--- src/rtl/gdbt_ffs.sv ---
// find-first-set unit shared by both walks: lowest set bit of a candidate row
module gdbt_ffs #(
  parameter int WIDTH = 64,
  parameter int IDX_W = 6
) (
  input  logic [WIDTH-1:0] vec,
  output logic             found,
  output logic [IDX_W-1:0] idx
);

  // priority encode, lowest index wins
  always_comb begin
    idx   = '0;
    found = |vec;
    for (int i = WIDTH - 1; i >= 0; i--) begin
      if (vec[i]) begin
        idx = IDX_W'(i);
      end
    end
  end

endmodule

--- config.mk ---
export PLATFORM = sky130hd
export DESIGN_NAME = gdbt_ffs
export DESIGN_NICKNAME = d
export VERILOG_FILES = /design/src/rtl/gdbt_ffs.sv
export SDC_FILE = /design/constraint.sdc
export NUM_CORES = 1
export LEC_CHECK = 0
export ABC_AREA = 1
export CAP_MARGIN = 40
export CORE_ASPECT_RATIO = 0.9
export CORE_UTILIZATION = 55
export DETAILED_ROUTE_END_ITERATION = 10
export DONT_BUFFER_PORTS = 1
export PLACE_DENSITY = 0.78
export SYNTH_ARGS = -nofsm -noshare
export SYNTH_HDL_FRONTEND = slang
export SYNTH_SLANG_ARGS = --single-unit
--- constraint.sdc ---
create_clock -name vclk -period 4.4
set_input_delay 0.88 -clock vclk [all_inputs]
set_output_delay 0.88 -clock vclk [all_outputs]
set_load 0.01 [all_outputs]
**Yosys cells after proc, flatten, opt, wreduce, memory -nomap -nowiden**

Cells that the tools add are included.

- Flip-flop bits (word level): 0
- Input bits: 64
- Output and inout bits: 7
- Word-level logic and storage cells: 65

- Muxes and demuxes: 64
- Reduce and logical (&&, ||, !) cells: 1

Operators by type and width:

| cell | count |
|---|---|
| $mux 6 | 64 |
| $reduce_or 64->1 | 1 |

**Logic depth before layout (Yosys ltp)**

- Depth in word-level cells: 64
- Mapped depth: 63
- Gate-level depth less buffers: 63

**Worst setup path before layout**

No wires, ideal clock.

- Path kind: input to output
- From: input vec[62]
- To: output idx[0]
- Data arrival time: 3.619 ns
- Data required time: 3.520 ns
- Path slack: -0.099 ns
- Stages: 63
- Path buffers: 0
- Cells stage by stage: inv_1 > nand2_1 > nand2_1 > nand2_1 > nand2_1 > nand2_1 > nand2_1 > nand2_1 > nand2_1 > nand2_1 > nand2_1 > nand2_1 > nand2_1 > nand2_1 > nand2_1 > nand2_1 > nand2_1 > nand2_1 > [27 not listed] > nand2_1 > nand2_1 > nand2_1 > nand2_1 > nand2_1 > nand2_1 > nand2_1 > nand2_1 > nand2_1 > nand2_1 > nand2_1 > nand2_1 > nand2_1 > nand2_1 > nand2_1 > nand2_1 > nand2_1 > a21oi_2

- Word-level cells in the longest chain between the ends: 63

Ends and longest elaborated chain:

| what | RTL line | text |
|---|---|---|
| from (decl) | 6 | `input logic [WIDTH-1:0] vec,` |
| $mux 6 (63 in a row) | 16 | `if (vec[i]) begin` |
| to (decl) | 8 | `output logic [IDX_W-1:0] idx` |

No other way between the ends.

**Worst setup path after layout**

Same ends and word-level chain as after synthesis.

==> results_dict.tcl <==
set metrics [dict create \
    start_kind "input port" \
    viasPerCell 4.352 \
    seq_cells 0 \
    nFillCells 197 \
    globalRoute.totalOverflow 0 \
    io_buffers 0 \
    ios 71 \
    synth_top_area_share_pct 36.63 \
    rsz0062_at_grt "yes" \
    drive_above_1_share_pct 5.485 \
    run_status "complete, but fails checks" \
    final_hold_viol_count 0 \
    hp-class "input port to primary output" \
    min_period_over_period_pct 108.0 \
    setup_viol 1 \
    synthCells 235 \
    pre_cts_slack_ps -365.1 \
    seq_area_um2 0 \
    yosysSeqAreaShare_pct 0 \
    yosysTopAreaCell "nand2_1" \
    die_x_um 47.50 \
    start_util_pct 59.69 \
    gp_congestion 0.7320 \
    setup_ws_ps -350.7 \
    synth.most_common_cell "nand2_1" \
    slowest_stage "a21oi_2" \
    avgSynthCellArea_um2 4.361 \
    syn_area_um2 1025 \
    fp.dieH_um 42.95 \
    drv_cap 0 \
    ant_nets 0 \
    violations "negative setup slack" \
    max_clock_freq_ghz 0.2105 \
    cts.repair.resized 0 \
    hold_buffers 0 \
    ys_warn_count 0 \
    core.rowCount 14 \
    endpoint_kind "primary output" \
    grt_pass1_vias 979 \
    pwr_density_cell_nw_per_um2 58.95 \
    netlist_top_cells_area "nand2_1, inv_1, nor2_1" \
    avgRoutedWirePerCell_um 7.130 \
    cpMostUsedCell "nand2_1" \
    postCtsSetupBuffers 0 \
    drc 0 \
    tightest_slew_ps 451.5 \
    syn-num-nets 299 \
    core-area_um2 1717 \
    route.vias.total 1136 \
    first_iter_violations 19 \
    synth_common_cells "nand2_1, inv_1, nor2_1, bufinv_8, nand3_1" \
    drt_first_pass_iters 4 \
    crit_path_max_fanout 2 \
    fin_nets 303 \
    p_leak_nw 0.7234 \
    power_w 0.00006306 \
    antenna_found_initial 0 \
    drv_slew 0 \
    grt_pass1_wl_mm 3.187 \
    dieArea_um2 2040 \
    dpl.hpwl_mm 1.740 \
    routed_wirelength_mm 1.861 \
    grt_usage_pct 19.67 \
    synthToLayoutAreaGrowth_pct 4.396 \
    clkbuf_count 0 \
    finalWorstPathRequiredPeriod_ps 4751 \
    ys_types 16 \
    slowest_delay_ps 170 \
    slew_headroom_pct 69.63 \
    required_ps 3520 \
    vdd_drop_max_uv 31.39 \
    n_antenna_cell 0 \
    grt_max_degree 4 \
    critical_path_class "input port to primary output" \
    cp_data_arrival_time_ps 3870 \
]
[through the flow]
step	hold slack (ps)	TNS (ps)	area [µm²]	util [%]	cells
global placement	1788	-331.9	1070	62.32	261
global route	1789	-1267	1070	62.32	261
CTS	1787	-378.6	1070	62.32	261
floorplan	1786	-98.99	1025	-	235
finish	1787	-350.7	1070	62.32	261
detailed placement	1787	-365.1	1070	62.32	261
[power by group]
group / total [W] / leakage (nW) / switching (W) / internal [W]
sequential: 0 / 0 / 0 / 0
combinational: 0.0000631 / 0.723 / 0.0000300 / 0.0000331
clock: 0 / 0 / 0 / 0
[timing repair]
action                                  CTS  global route
pin swaps                                 0             0
endpoints found under the setup margin    1             1
endpoints found under the hold margin     0             0
[layout by cell type, fill, tap and decap left out, drive strengths merged]
cell / instances
nor4: 2
a211oi: 1
nor3: 2
o21ai: 2
a31oi: 1
a311oi: 1
buf: 2
nand2: 100
a21oi: 5
nor2: 44
inv: 62
nand3: 6
o31ai: 1
bufinv: 7
o21bai: 1
[kinds of logic (layout without fill, tap and decap cells)]
kind of cell	count (synthesis)	after routing	synth area share, %
buffers and inverters	69	71	34.68
AO/OA/AOI/OAI	12	12	7.450
AND/OR/NAND/NOR	154	154	57.88
[layout make-up]
cell class	count	area, µm²	area share, %
repair buffers	2	15.01	1.404
multi-input cells	166	669.4	62.57
well taps	24	30.03	2.807
inverters	69	355.3	33.22
[routing by layer]
| layer | routed length, µm | up-vias | GRT usage (%) |
|---|---|---|---|
| met4 | 0 | 0 | 0.5714 |
| met1 | 879 | 424 | 23.80 |
| li1 | - | 672 | - |
| met3 | 146 | 0 | 0.8511 |
| met5 | 0 | - | 0 |
| met2 | 835 | 40 | 38.08 |
[path summary, 6_finish.rpt]
check	startpoint	end	slack, ps	cells past startpoint
max	vec[62]	idx[0]	-350	63
min	vec[0]	idx[0]	1790	1
[critical path: cells and delay by family]
| kind | cells | cell delay, ps |
|---|---|---|
| buffers and inverters | 1 | 40 |
| and+or+nand+nor | 61 | 2820 |
| AOI/OAI and AO/OA | 1 | 170 |
Note: power is estimated with default switching activity, not from simulation.
